===== src/hw/rtl/slot_pool_oldest_evict_core_defines.svh =====
// ----------------------------------------------------------------------------
// slot pool assertion macros
// shared assertion wrappers for the slot pool rtl
// ----------------------------------------------------------------------------
`ifndef SLOT_POOL_OLDEST_EVICT_CORE_DEFINES_SVH
`define SLOT_POOL_OLDEST_EVICT_CORE_DEFINES_SVH

// same-cycle implication, disabled during reset
`define SPOE_ASSERT_IMP(lbl, clk, rst, ante, cons, msg) \
   lbl: assert property (@(posedge clk) disable iff (rst) (ante) |-> (cons)) \
      else $error(msg);

// next-cycle implication, disabled during reset
`define SPOE_ASSERT_NXT(lbl, clk, rst, ante, cons, msg) \
   lbl: assert property (@(posedge clk) disable iff (rst) (ante) |=> (cons)) \
      else $error(msg);

`endif


===== src/hw/rtl/spoe_pkg.sv =====
// ----------------------------------------------------------------------------
// spoe_pkg
// types and constants shared by the slot pool rtl
// ----------------------------------------------------------------------------
package spoe_pkg;

   localparam int POOL_SLOTS_DEF = 16;
   localparam int STAMP_BITS_DEF = 32;
   localparam int SLOT_PORT_W    = 4;
   localparam int SIZE_PORT_W    = 5;
   localparam int ERR_W          = 2;

   typedef enum logic {
      OP_ALLOC   = 1'b0,
      OP_RELEASE = 1'b1
   } op_type;

   typedef enum logic [ERR_W-1:0] {
      ERR_OK    = 2'd0,
      ERR_RANGE = 2'd1,
      ERR_FREE  = 2'd2
   } err_type;

   typedef enum logic [2:0] {
      ST_IDLE,
      ST_EXEC,
      ST_SCAN,
      ST_SCAN_LAST,
      ST_EVICT,
      ST_POP_RD,
      ST_POP,
      ST_OUT
   } state_type;

   // control from the sequencer to the stamp unit
   typedef struct packed {
      logic clear;    // restart the oldest search
      logic rd_en;    // read one stamp for comparison
      logic rd_live;  // slot being read is in use
   } scan_ctl_type;

endpackage


===== src/hw/rtl/spoe_stamp_unit.sv =====
// ----------------------------------------------------------------------------
// spoe_stamp_unit
// per-slot stamp memory with one shared comparator for the oldest search
// ----------------------------------------------------------------------------
module spoe_stamp_unit
   import spoe_pkg::*;
#(
   parameter int POOL_SLOTS = POOL_SLOTS_DEF,
   parameter int STAMP_BITS = STAMP_BITS_DEF,
   localparam int SLOT_W    = (POOL_SLOTS > 1) ? $clog2(POOL_SLOTS) : 1
) (
   input  logic                  clock,
   input  logic                  reset,
   input  scan_ctl_type          scan_ctl,
   input  logic [SLOT_W-1:0]     rd_idx,
   input  logic                  wr_en,
   input  logic [SLOT_W-1:0]     wr_idx,
   input  logic [STAMP_BITS-1:0] wr_stamp,
   output logic [SLOT_W-1:0]     best_idx
);

   logic [STAMP_BITS-1:0] stamp_mem [POOL_SLOTS];

   logic [STAMP_BITS-1:0] rd_stamp_ff;
   logic [SLOT_W-1:0]     rd_idx_ff;
   logic                  rd_live_ff;
   logic                  cmp_vld_ff;

   logic [STAMP_BITS-1:0] best_stamp_ff, best_stamp_in;
   logic [SLOT_W-1:0]     best_idx_ff, best_idx_in;
   logic                  found_ff, found_in;
   logic                  take;

   always_ff @(posedge clock) begin
      if (wr_en) begin
         stamp_mem[wr_idx] <= wr_stamp;
      end
      if (scan_ctl.rd_en) begin
         rd_stamp_ff <= stamp_mem[rd_idx];
         rd_idx_ff   <= rd_idx;
      end
   end

   // one compare per cycle against the running minimum
   assign take = cmp_vld_ff && rd_live_ff && (!found_ff || (rd_stamp_ff < best_stamp_ff));

   always_comb begin
      best_stamp_in = best_stamp_ff;
      best_idx_in   = best_idx_ff;
      found_in      = found_ff;
      if (scan_ctl.clear) begin
         best_idx_in = '0;
         found_in    = 1'b0;
      end else if (take) begin
         best_stamp_in = rd_stamp_ff;
         best_idx_in   = rd_idx_ff;
         found_in      = 1'b1;
      end
   end

   always_ff @(posedge clock) begin
      if (reset) begin
         rd_live_ff  <= 1'b0;
         cmp_vld_ff  <= 1'b0;
         best_idx_ff <= '0;
         found_ff    <= 1'b0;
      end else begin
         rd_live_ff  <= scan_ctl.rd_live;
         cmp_vld_ff  <= scan_ctl.rd_en;
         best_idx_ff <= best_idx_in;
         found_ff    <= found_in;
      end
   end

   always_ff @(posedge clock) begin
      best_stamp_ff <= best_stamp_in;
   end

   assign best_idx = best_idx_ff;

endmodule


===== src/hw/rtl/slot_pool_oldest_evict_core.sv =====
// ----------------------------------------------------------------------------
// slot_pool_oldest_evict_core
// slot allocator with a free-slot stack and oldest-first eviction when full
// ----------------------------------------------------------------------------
// usage:
//   req_ channel carries one request: req_operation selects allocate or
//   release, req_slot_index names the slot to release. a request is taken
//   when req_valid is high and req_stall is low. rsp_ channel returns one
//   response per request (granted slot, eviction flag and slot, error code),
//   taken when rsp_valid is high and rsp_stall is low.
//   csr_ channel writes the pool size; a write resets the free stack and all
//   slot states but keeps the stamp counter. write only while idle.
// states per request, in order:
//   release                      exec, out
//   allocate, pool not full      exec, pop rd, pop, out
//   allocate, pool full          exec, scan, scan last, evict, pop rd, pop,
//                                out; the scan reads one slot stamp per
//                                cycle via a single read port and comparator
// one request is in flight at a time; req_stall is high while it is worked.
// a finished response waits in an output register, so a new request is taken
// while the receiver stalls; the block then holds the following response
// until the output register frees.
// reset is synchronous: pool size returns to min(POOL_SLOTS, 16), all slots
// are free and the stamp counter is zero; no clearing pass is needed.
// ----------------------------------------------------------------------------
`include "slot_pool_oldest_evict_core_defines.svh"

module slot_pool_oldest_evict_core
   import spoe_pkg::*;
#(
   parameter int POOL_SLOTS = POOL_SLOTS_DEF,
   parameter int STAMP_BITS = STAMP_BITS_DEF
) (
   input  logic                   clock,
   input  logic                   reset,
   // request channel
   input  logic                   req_valid,
   output logic                   req_stall,
   input  logic                   req_operation,
   input  logic [SLOT_PORT_W-1:0] req_slot_index,
   // response channel
   output logic                   rsp_valid,
   input  logic                   rsp_stall,
   output logic [SLOT_PORT_W-1:0] rsp_granted_slot,
   output logic                   rsp_evicted,
   output logic [SLOT_PORT_W-1:0] rsp_evicted_slot,
   output logic [ERR_W-1:0]       rsp_error_code,
   // pool size register write
   input  logic                   csr_valid,
   output logic                   csr_ready,
   input  logic [SIZE_PORT_W-1:0] csr_pool_size
);

   localparam int SLOT_W     = (POOL_SLOTS > 1) ? $clog2(POOL_SLOTS) : 1;
   localparam int SIZE_W     = $clog2(POOL_SLOTS + 1);
   localparam int CMP_W      = (SIZE_W > SIZE_PORT_W) ? SIZE_W : SIZE_PORT_W;
   localparam int RESET_SIZE = (POOL_SLOTS < 16) ? POOL_SLOTS : 16;

   // sequencer and pool state
   state_type             state_ff, state_in;
   op_type                op_ff;
   logic [SLOT_PORT_W-1:0] slot_ff;
   logic [SIZE_W-1:0]     pool_size_ff, pool_size_in;
   logic [SIZE_W-1:0]     used_count_ff, used_count_in;
   logic [POOL_SLOTS-1:0] used_ff, used_in;      // slot is in use
   logic [POOL_SLOTS-1:0] stk_vld_ff, stk_vld_in; // stack entry was written
   logic [STAMP_BITS-1:0] stamp_cnt_ff, stamp_cnt_in;
   logic [SLOT_W-1:0]     scan_idx_ff, scan_idx_in;

   // pending result
   logic [SLOT_PORT_W-1:0] res_granted_ff, res_granted_in;
   logic                   res_ev_ff, res_ev_in;
   logic [SLOT_PORT_W-1:0] res_evslot_ff, res_evslot_in;
   logic [ERR_W-1:0]       res_err_ff, res_err_in;

   // output register
   logic                   rsp_valid_ff, rsp_valid_in;
   logic                   rsp_load;
   logic [SLOT_PORT_W-1:0] rsp_granted_ff;
   logic                   rsp_ev_ff;
   logic [SLOT_PORT_W-1:0] rsp_evslot_ff;
   logic [ERR_W-1:0]       rsp_err_ff;

   // free stack memory
   logic [SLOT_W-1:0]     stack_mem [POOL_SLOTS];
   logic                  stk_we;
   logic [SLOT_W-1:0]     stk_waddr;
   logic [SLOT_W-1:0]     stk_wdata;
   logic                  stk_re;
   logic [SLOT_W-1:0]     stk_rdata_ff;
   logic [SLOT_W-1:0]     pop_idx, pop_idx_ff;
   logic                  pop_vld_ff;

   // stamp unit
   scan_ctl_type          scan_ctl;
   logic [SLOT_W-1:0]     scan_rd_idx;
   logic                  stamp_we;
   logic [SLOT_W-1:0]     stamp_widx;
   logic [SLOT_W-1:0]     best_idx;

   // helpers
   logic                  req_take, csr_take;
   logic [SIZE_W-1:0]     depth, depth_m1;
   logic [CMP_W-1:0]      csr_ext, slot_ext, scan_ext, granted_ext, best_ext;
   logic [SLOT_W-1:0]     granted;
   logic [STAMP_BITS-1:0] stamp_inc;

   assign req_stall = (state_ff != ST_IDLE) || csr_valid;
   assign csr_ready = (state_ff == ST_IDLE);
   assign req_take  = req_valid && !req_stall;
   assign csr_take  = csr_valid && csr_ready;

   // free entries; the stack top sits at depth - 1
   assign depth    = pool_size_ff - used_count_ff;
   assign depth_m1 = depth - SIZE_W'(1);
   assign pop_idx  = (depth != '0) ? depth_m1[SLOT_W-1:0] : '0;

   assign csr_ext     = CMP_W'(csr_pool_size);
   assign slot_ext    = CMP_W'(slot_ff);
   assign scan_ext    = CMP_W'(scan_idx_ff);
   assign granted     = pop_vld_ff ? stk_rdata_ff : pop_idx_ff;
   assign granted_ext = CMP_W'(granted);
   assign best_ext    = CMP_W'(best_idx);
   assign scan_rd_idx = scan_idx_ff;

   // counter skips zero when it wraps
   assign stamp_inc = stamp_cnt_ff + STAMP_BITS'(1);

   always_comb begin
      state_in       = state_ff;
      pool_size_in   = pool_size_ff;
      used_count_in  = used_count_ff;
      used_in        = used_ff;
      stk_vld_in     = stk_vld_ff;
      stamp_cnt_in   = stamp_cnt_ff;
      scan_idx_in    = scan_idx_ff;
      res_granted_in = res_granted_ff;
      res_ev_in      = res_ev_ff;
      res_evslot_in  = res_evslot_ff;
      res_err_in     = res_err_ff;
      rsp_valid_in   = rsp_valid_ff && rsp_stall;
      rsp_load       = 1'b0;
      stk_we         = 1'b0;
      stk_waddr      = depth[SLOT_W-1:0];
      stk_wdata      = '0;
      stk_re         = 1'b0;
      scan_ctl       = '0;
      stamp_we       = 1'b0;
      stamp_widx     = granted;

      case (state_ff)
         ST_IDLE: begin
            if (csr_take) begin
               // clamp to 1..POOL_SLOTS and reinitialise the pool
               if (csr_ext == '0) begin
                  pool_size_in = SIZE_W'(1);
               end else if (csr_ext > CMP_W'(POOL_SLOTS)) begin
                  pool_size_in = SIZE_W'(POOL_SLOTS);
               end else begin
                  pool_size_in = csr_ext[SIZE_W-1:0];
               end
               used_in       = '0;
               stk_vld_in    = '0;
               used_count_in = '0;
            end else if (req_take) begin
               state_in = ST_EXEC;
            end
         end

         ST_EXEC: begin
            res_granted_in = '0;
            res_ev_in      = 1'b0;
            res_evslot_in  = '0;
            res_err_in     = ERR_OK;
            if (op_ff == OP_RELEASE) begin
               state_in = ST_OUT;
               if (slot_ext >= CMP_W'(pool_size_ff)) begin
                  res_err_in = ERR_RANGE;
               end else if (!used_ff[slot_ext[SLOT_W-1:0]]) begin
                  res_err_in = ERR_FREE;
               end else begin
                  // push back onto the free stack
                  if (depth < SIZE_W'(POOL_SLOTS)) begin
                     stk_we                           = 1'b1;
                     stk_wdata                        = slot_ext[SLOT_W-1:0];
                     stk_vld_in[depth[SLOT_W-1:0]]    = 1'b1;
                     used_in[slot_ext[SLOT_W-1:0]]    = 1'b0;
                  end
                  if (used_count_ff != '0) begin
                     used_count_in = used_count_ff - SIZE_W'(1);
                  end
               end
            end else if (used_count_ff >= pool_size_ff) begin
               // pool full: search for the oldest stamp first
               scan_ctl.clear = 1'b1;
               scan_idx_in    = '0;
               state_in       = ST_SCAN;
            end else begin
               state_in = ST_POP_RD;
            end
         end

         ST_SCAN: begin
            scan_ctl.rd_en   = 1'b1;
            scan_ctl.rd_live = used_ff[scan_idx_ff];
            if (scan_ext == (CMP_W'(pool_size_ff) - CMP_W'(1))) begin
               state_in = ST_SCAN_LAST;
            end else begin
               scan_idx_in = scan_idx_ff + SLOT_W'(1);
            end
         end

         ST_SCAN_LAST: begin
            // last stamp compare completes this cycle
            state_in = ST_EVICT;
         end

         ST_EVICT: begin
            res_ev_in     = 1'b1;
            res_evslot_in = best_ext[SLOT_PORT_W-1:0];
            if (depth < SIZE_W'(POOL_SLOTS)) begin
               stk_we                        = 1'b1;
               stk_wdata                     = best_idx;
               stk_vld_in[depth[SLOT_W-1:0]] = 1'b1;
               used_in[best_idx]             = 1'b0;
            end
            if (used_count_ff != '0) begin
               used_count_in = used_count_ff - SIZE_W'(1);
            end
            state_in = ST_POP_RD;
         end

         ST_POP_RD: begin
            stk_re   = 1'b1;
            state_in = ST_POP;
         end

         ST_POP: begin
            res_granted_in = granted_ext[SLOT_PORT_W-1:0];
            used_in[granted] = 1'b1;
            used_count_in  = used_count_ff + SIZE_W'(1);
            stamp_cnt_in   = (stamp_inc == '0) ? STAMP_BITS'(1) : stamp_inc;
            stamp_we       = 1'b1;
            state_in       = ST_OUT;
         end

         ST_OUT: begin
            if (!rsp_valid_ff || !rsp_stall) begin
               rsp_load     = 1'b1;
               rsp_valid_in = 1'b1;
               state_in     = ST_IDLE;
            end
         end

         default: begin
            state_in = ST_IDLE;
         end
      endcase
   end

   // control registers
   always_ff @(posedge clock) begin
      if (reset) begin
         state_ff      <= ST_IDLE;
         pool_size_ff  <= SIZE_W'(RESET_SIZE);
         used_count_ff <= '0;
         used_ff       <= '0;
         stk_vld_ff    <= '0;
         stamp_cnt_ff  <= '0;
         scan_idx_ff   <= '0;
         rsp_valid_ff  <= 1'b0;
      end else begin
         state_ff      <= state_in;
         pool_size_ff  <= pool_size_in;
         used_count_ff <= used_count_in;
         used_ff       <= used_in;
         stk_vld_ff    <= stk_vld_in;
         stamp_cnt_ff  <= stamp_cnt_in;
         scan_idx_ff   <= scan_idx_in;
         rsp_valid_ff  <= rsp_valid_in;
      end
   end

   // payload registers
   always_ff @(posedge clock) begin
      if (req_take) begin
         op_ff   <= op_type'(req_operation);
         slot_ff <= req_slot_index;
      end
      res_granted_ff <= res_granted_in;
      res_ev_ff      <= res_ev_in;
      res_evslot_ff  <= res_evslot_in;
      res_err_ff     <= res_err_in;
      if (rsp_load) begin
         rsp_granted_ff <= res_granted_ff;
         rsp_ev_ff      <= res_ev_ff;
         rsp_evslot_ff  <= res_evslot_ff;
         rsp_err_ff     <= res_err_ff;
      end
   end

   // free stack: one write and one registered read port
   always_ff @(posedge clock) begin
      if (stk_we) begin
         stack_mem[stk_waddr] <= stk_wdata;
      end
      if (stk_re) begin
         stk_rdata_ff <= stack_mem[pop_idx];
         pop_idx_ff   <= pop_idx;
         pop_vld_ff   <= stk_vld_ff[pop_idx];
      end
   end

   spoe_stamp_unit #(
      .POOL_SLOTS (POOL_SLOTS),
      .STAMP_BITS (STAMP_BITS)
   ) u_stamp (
      .clock    (clock),
      .reset    (reset),
      .scan_ctl (scan_ctl),
      .rd_idx   (scan_rd_idx),
      .wr_en    (stamp_we),
      .wr_idx   (stamp_widx),
      .wr_stamp (stamp_cnt_in),
      .best_idx (best_idx)
   );

   assign rsp_valid        = rsp_valid_ff;
   assign rsp_granted_slot = rsp_granted_ff;
   assign rsp_evicted      = rsp_ev_ff;
   assign rsp_evicted_slot = rsp_evslot_ff;
   assign rsp_error_code   = rsp_err_ff;

   // in-use bits and the in-use count agree between requests
   `SPOE_ASSERT_IMP(a_count_match, clock, reset, state_ff == ST_IDLE,
      $countones(used_ff) == int'(used_count_ff), "in-use count out of step")

   // the pool never holds more slots than its size
   `SPOE_ASSERT_IMP(a_count_bound, clock, reset, 1'b1,
      used_count_ff <= pool_size_ff, "in-use count above pool size")

   // an eviction regrants the slot it just freed
   `SPOE_ASSERT_IMP(a_evict_regrant, clock, reset, state_ff == ST_OUT && res_ev_ff,
      res_granted_ff == res_evslot_ff, "evicted slot not regranted")

   // an allocate into a full pool always goes through the stamp scan
   `SPOE_ASSERT_NXT(a_full_scans, clock, reset,
      state_ff == ST_EXEC && op_ff == OP_ALLOC && used_count_ff >= pool_size_ff,
      state_ff == ST_SCAN, "full pool allocate skipped the scan")

endmodule


===== config.mk =====
export PLATFORM = sky130hd
export DESIGN_NAME = slot_pool_oldest_evict_core
export DESIGN_NICKNAME = d
export VERILOG_FILES = /design/src/hw/rtl/spoe_pkg.sv /design/src/hw/rtl/spoe_stamp_unit.sv /design/src/hw/rtl/slot_pool_oldest_evict_core.sv
export VERILOG_INCLUDE_DIRS = /design/src /design/src/hw/rtl
export SDC_FILE = /design/constraint.sdc
export NUM_CORES = 1
export LEC_CHECK = 0
export ABC_AREA = 1
export BUFFER_PORTS_ARGS = -buffer_cell sky130_fd_sc_hd__buf_2
export CAP_MARGIN = 10
export CORE_ASPECT_RATIO = 1.5
export CORE_UTILIZATION = 57
export CTS_CLUSTER_DIAMETER = 40
export DETAILED_ROUTE_END_ITERATION = 8
export PLACE_DENSITY_LB_ADDON = 0.1
export SETUP_SLACK_MARGIN = 0.5
export SYNTH_ARGS = -nofsm -noshare
export SYNTH_HDL_FRONTEND = slang
export SYNTH_SLANG_ARGS = --single-unit

===== constraint.sdc =====
create_clock -name clock -period 4.5 [get_ports clock]
set_input_delay 0.225 -clock clock [delete_from_list [all_inputs] [get_ports clock]]
set_output_delay 0.225 -clock clock [all_outputs]
set_load 0.02 [all_outputs]

### Word level (Yosys, flattened, before mapping)

Memory sizes are Yosys's and may differ from the RTL's. A register that Yosys moved wholly into a read port is not among the register bits.
Cells that the tools add are included.

* magnitude comparators: 15
* reductions and logical operators: 37
* equality and inequality tests: 21
* bitwise gates (word level): 9
* add/subtract/negate cells: 7
* mux-type cells: 79

Operators by type and width (number)
* 16-bit 2-to-1 mux: 10
* 32-bit 2-to-1 mux: 2
* 16-bit one-hot mux with 4 select lines: 1
* 16-bit one-hot mux with 3 select lines: 1
* 4-bit 2-to-1 mux: 10
* 5-bit 2-to-1 mux: 7
* 32-bit by 1-bit adder with 32-bit output, second input constant: 1
* 16-bit AND: 2
* 32-bit zero test: 1
* 32-bit < comparator: 1
* 16-bit NOT: 2
* 16-bit bitwise OR: 2
* 4-bit one-hot mux with 2 select lines: 4
* 4-bit by 5-bit < comparator with 1-bit output, second input constant: 6
* 1-bit 2-to-1 mux: 25
* 3-bit one-hot mux with 8 select lines: 1
* 2-bit inequality test, second input constant: 11
* 5-bit one-hot mux with 4 select lines: 1
* 3-bit 2-to-1 mux: 6
* 1-bit demux with 4-bit select: 4
* 4-bit by 1-bit greater-or-equal comparator with 1-bit output, second input constant: 4
* 1-bit binary-select mux with 4-bit select: 3
* 3-bit == test, second input constant: 4
* 5-bit AND reduction: 2
* other kinds (29): 57

* RAM bits: 576
* bits of input ports: 15
* register bits after elaboration: 157
* memories kept: 2
* word-level logic and storage cells: 197

Memories
* u_stamp.stamp_mem: words 16, width 32, read ports 1, clocked after memory_dff 1, write ports 1, RTL line spoe_stamp_unit.sv:22 `logic [STAMP_BITS-1:0] stamp_mem [POOL_SLOTS];`
* stack_mem: words 16, width 4, read ports 1, clocked after memory_dff 1, write ports 1, RTL line slot_pool_oldest_evict_core.sv:85 `logic [SLOT_W-1:0] stack_mem [POOL_SLOTS];`

### Logic depth before layout (Yosys ltp)

* word-level depth: 11
* depth in mapped cells: 19
* mapped depth without buffers: 18

### Modules after synthesis

Synthesis repeated with hierarchy kept, for this count alone.

* cell total of the unflattened synthesis: 2985
* area total of the unflattened synthesis: 34026.4 um2

By module, submodules not included
* spoe_stamp_unit: area each 23744.0 um2, cells each 1607, seq. area each 17556.8 um2, instances 1
* slot_pool_oldest_evict_core: area each 10282.4 um2, cells each 1378, seq. area each 4644.5 um2, instances 1

### Worst setup path after synthesis

OpenSTA, ideal clock, no wires.

* path type: reg2reg
* start: reg pop_vld_ff
* end: reg used_ff[12]
* period minus slack after synthesis: 4.767 ns
* arrival time: 4.711 ns
* path slack: -0.267 ns
* setup time: 0.056 ns
* cell stages (with the launch flop): 7
* data required time: 4.444 ns
* path buffers: 0
* path through: edfxtp_1 > o21ai_0 > inv_1 > nor4_1 > o21ai_0 > a21o_1 > inv_1

* longest elaborated chain between the ends: 7
* elaborated cells on any way between the ends: 8
* classes of those cells: order compare: 2; mux: 4; bitwise: 1; reduce/logical: 1

RTL lines
* from (decl): RTL line slot_pool_oldest_evict_core.sv:92 `logic pop_vld_ff;`
* from (signal assigned): RTL line slot_pool_oldest_evict_core.sv:310 `pop_vld_ff <= stk_vld_ff[pop_idx];`
* 4-bit 2-to-1 mux (*): RTL line slot_pool_oldest_evict_core.sv:121 `assign granted = pop_vld_ff ? stk_rdata_ff : pop_idx_ff;`
* 4-bit by 5-bit < comparator with 1-bit output (not written as such) / 4-bit by 1-bit greater-or-equal comparator with 1-bit output (equally long branches): RTL line slot_pool_oldest_evict_core.sv:240 `used_in[granted] = 1'b1;`
* 1-bit logical AND (not written as such): RTL line slot_pool_oldest_evict_core.sv:240
* 1-bit 2-to-1 mux (not written as such): RTL line slot_pool_oldest_evict_core.sv:240
* 1-bit demux with 4-bit select (*): RTL line slot_pool_oldest_evict_core.sv:240
* 16-bit bitwise OR (no source line) (*)
* 16-bit one-hot mux with 4 select lines (*): RTL line slot_pool_oldest_evict_core.sv:151 `case (state_ff)`
* to (signal assigned): RTL line slot_pool_oldest_evict_core.sv:276 `used_ff <= used_in;`
* to (decl): RTL line slot_pool_oldest_evict_core.sv:65 `logic [POOL_SLOTS-1:0] used_ff, used_in;`

Every way passes the cells marked *; elsewhere a longest branch is shown, timed or not.
A chain may end at the register's enable or synchronous reset.

### Final worst setup path

* start: reg pool_size_ff[0]
* end: reg stk_rdata_ff[0] (read register of stack_mem) (data pin)

* longest elaborated chain between the ends: 3
* elaborated cells on any way between the ends: 4
* classes of those cells: add/sub: 2; mux: 1; reduce/logical: 1

RTL lines
* from (decl): RTL line slot_pool_oldest_evict_core.sv:63 `logic [SIZE_W-1:0] pool_size_ff, pool_size_in;`
* from (signal assigned): RTL line slot_pool_oldest_evict_core.sv:265 `pool_size_ff <= SIZE_W'(RESET_SIZE);`
* from (signal assigned): RTL line slot_pool_oldest_evict_core.sv:274 `pool_size_ff <= pool_size_in;`
* 5-bit subtractor (*): RTL line slot_pool_oldest_evict_core.sv:114 `assign depth = pool_size_ff - used_count_ff;`
* 4-bit by 1-bit subtractor with 4-bit output / 5-bit nonzero test (equally long branches): RTL line slot_pool_oldest_evict_core.sv:115, slot_pool_oldest_evict_core.sv:116
* 4-bit 2-to-1 mux (*): RTL line slot_pool_oldest_evict_core.sv:116 `assign pop_idx = (depth != '0) ? depth_m1[SLOT_W-1:0] : '0;`
* to (decl): RTL line slot_pool_oldest_evict_core.sv:90 `logic [SLOT_W-1:0] stk_rdata_ff;`

Marked as above.

==> metrics <==
Setup crit end kind=flip-flop; final worst slack=0.800 ns; clk buf depth=3; post-DR wirelength/cell=23.4 um; fin crit share=82.2%; GRT Resource Usage Total=30.8%; switching power=6.45 mW; gp weighted congestion=0.941; Boundary Pins=29; Reg2Reg Depth=13; Max Cap Viol=0; Initial Util=57.8%; Syn Inst Count=2957; Post-Syn Area per Cell=11.1 um^2; Core Area=56900 um^2; CTS root buffer=clkbuf_16; Starting DRT DRC Count=1699; Reg clk slew, reported paths=0.06 ns; Detailed Route WL=88800 um; initial antenna violation count=0; Post-CTS Resized=0; clk_skew=0.0292 ns; Post-synth ARST share=0%; n_diodes=0; row cnt=107; crit path launch type=flip-flop; Die Y=296 um; Min-Delay Path Depth=3; Hold WS=0.226 ns; CTS tree=built; unrepaired setup endpoints after global routing=false; Worst EP arrival=4.07 ns; register area share after synthesis=67.5%; crit-path max cell delay=0.81 ns; Filler cells=4390; slowest cell on the critical path=nand2_1; Internal=13.2 mW; total power=19.6 mW; Area Overhead vs Synth=11.7%; postcts setup bufs=0; CTS Buf Count=78; clk sink count=769; hpwl dp=53100 um; Core Util, Final=64.6%; Peak Freq=270 MHz; first-pass GRT wire length=133000 um; actual slew at the worst max-slew pin=1.08 ns; status=finished clean; IR drop worst, VDD=542 uV; Final Hold Vio Count=0; combinational share of power=24.6%; vias post-DR=22800; Max-slew headroom=27.8%; vias in the first global route=22600; first drt pass iteration count=6; vias per inst=6.02; DRC=0; Post-synth EDFFs=680; GRT overflow=0; CP Buf/Inv Count=1; Setup Viol. Count Final=0; WS Path Type=flip-flop to flip-flop; CP Cell Sequence=inv_1 > ha_1 > fa_1 > o21ai_1 > or2_1 > and2_1 > nand2_4 > nand2_1 > nor2_1 > o21ai_0 > nand3_1 > nand3_1 > nand2_1; DP Area=34000 um^2; type of the worst min-delay path=primary input to flip-flop; cell count along the critical path=13; required time of the critical path=4.87 ns; non-filler cells, final=3798; Post-DRT Antenna Nets=0; H-tree levels=3; final slew viol count=0; Cell Pwr Density=534 nW/um^2; FF+latch count, synth=769; mapped cell area=32900 um^2; synth warn=0; ratio of cells with drive above 1 in the final layout=8.50%; Buffers on Ports=28; CP max FO=35; pre-CTS setup slack=0.888 ns; setup_tns=0 ns; Worst-Skew Late Latency=0.64 ns; sw frac=32.8%; Clk pwr share=33.2%; Total Die Area=58700 um^2; final instance area=36800 um^2; Leakage=13.1 nW; minimum clock period=3.70 ns; flop-to-flop setup slack=0.80 ns; largest net degree at the start of global routing=209; placed cells=3641; ys flop type=edfxtp_1; syn_nets=3024; count of different cell masters after synthesis=49; DIE WIDTH=198 um; Seq pwr share=42.2%; family with the most delay on the worst path=simple AND/OR/NAND/NOR gates; Final nets=3040
## timing repair
action / in CTS / in global routing
hold buffers: 15 / 0
endpoints found under the hold margin: 16 / 0
endpoints found under the setup margin: 0 / 0
## cells by family (layout without fill, tap and decap cells)
kind of cell / after synthesis / in the layout / synth area share (%)
adder cells (fa/ha/maj): 52 / 52 / 2.02
AO/OA/AOI/OAI: 608 / 608 / 11.1
buffers and inverters: 392 / 470 / 4.62
flip-flops: 769 / 769 / 67.5
AND/OR/NAND/NOR: 1119 / 1119 / 14.3
XOR/XNOR: 17 / 17 / 0.452
## layout make-up
type	count	area (um^2)	share of cell area, %
Sequential cell	769	22200	60.4
Multi-Input combinational cell	1796	9330	25.4
Clock buffer	94	2080	5.65
Tap cell	763	955	2.60
Inverter	239	903	2.46
Timing Repair Buffer	89	773	2.10
Clock inverter	48	507	1.38
## worst reg2reg max path, cell delays in order, from the launching register on
cell and delay, ns:
dfxtp_1 0.41, inv_1 0.11, ha_1 0.23, fa_1 0.41, o21ai_1 0.18, or2_1 0.12, and2_1 0.34, nand2_4 0.31
nand2_1 0.82, nor2_1 0.09, o21ai_0 0.11, nand3_1 0.11, nand3_1 0.12, nand2_1 0.07
## worst paths after layout
check                        endpoint         startpoint
setup reg to reg      stk_rdata_ff[0]    pool_size_ff[0]
hold / removal       used_count_ff[4]              reset
setup / recovery      stk_rdata_ff[0]    pool_size_ff[0]
hold reg to reg   rsp_granted_slot[2]  res_granted_ff[2]
## power by group through the flow
stage / Combinational (mW) / Sequential, mW / Clock [mW]
final: 4.83 / 8.30 / 6.52
after global placement: 4.73 / 8.44 / 0
after floorplan: 3.55 / 8.38 / 0
after detailed placement: 4.74 / 8.45 / 0
after global routing: 5.31 / 8.32 / 6.86
after CTS: 4.78 / 8.30 / 6.60
## metal layers
metal	part of all wire (%)	GRT usage (%)
met1	38	37.0
met4	5.1	16.7
met2	51	53.5
met3	6.1	4.19
met5	0	0
## placed cells by master, fill, tap and decap left out, types with 31 or more instances in the layout
cell type    n
edfxtp_1   680
nor2_1     472
nand2_1    380
o21ai_0    300
inv_1      225
nand3_1    151
o221ai_1   102
a21oi_1     92
dfxtp_1     85
clkbuf_16   81
ha_1        50
buf_4       35
o22ai_1     31
## flip-flops by register name, indices dropped and copies added (netlist names), 3 cells and up
name,flops
rsp_evicted_slot,4
res_granted_ff,4
u_stamp.stamp_mem,512
u_stamp.best_stamp_ff,32
pop_idx_ff,4
scan_idx_ff,4
used_count_ff,5
u_stamp.best_idx,4
u_stamp.rd_idx_ff,4
used_ff,16
rsp_granted_slot,4
state_ff,3
stk_vld_ff,16
pool_size_ff,5
stack_mem,64
stamp_cnt_ff,32
res_evslot_ff,4
slot_ff,4
u_stamp.rd_stamp_ff,32
stk_rdata_ff,4
## cell usage after synthesis, drive strengths merged, types with 2 or more instances
cell	n	share of area, %
a21o	6	0.14
a21oi	93	1.4
a22oi	2	0.046
a31oi	7	0.13
buf	31	0.51
clkbuf	122	1.4
clkinv	3	0.034
dfxtp	89	5.4
edfxtp	680	62
fa	2	0.12
ha	50	1.9
inv	236	2.7
nand2	386	4.5
nand3	152	2.3
nand3b	26	0.59
nand4	25	0.48
nor2	496	5.8
nor3	14	0.21
nor3b	2	0.046
nor4	3	0.057
o2111ai	11	0.29
o211ai	30	0.68
o21ai	313	4.8
o21bai	2	0.046
o221ai	102	2.7
o22ai	31	0.59
o311ai	6	0.16
o31ai	2	0.046
or2	12	0.23
xnor2	6	0.16
xor2	11	0.29
Note: power is estimated with default switching activity, not from simulation.
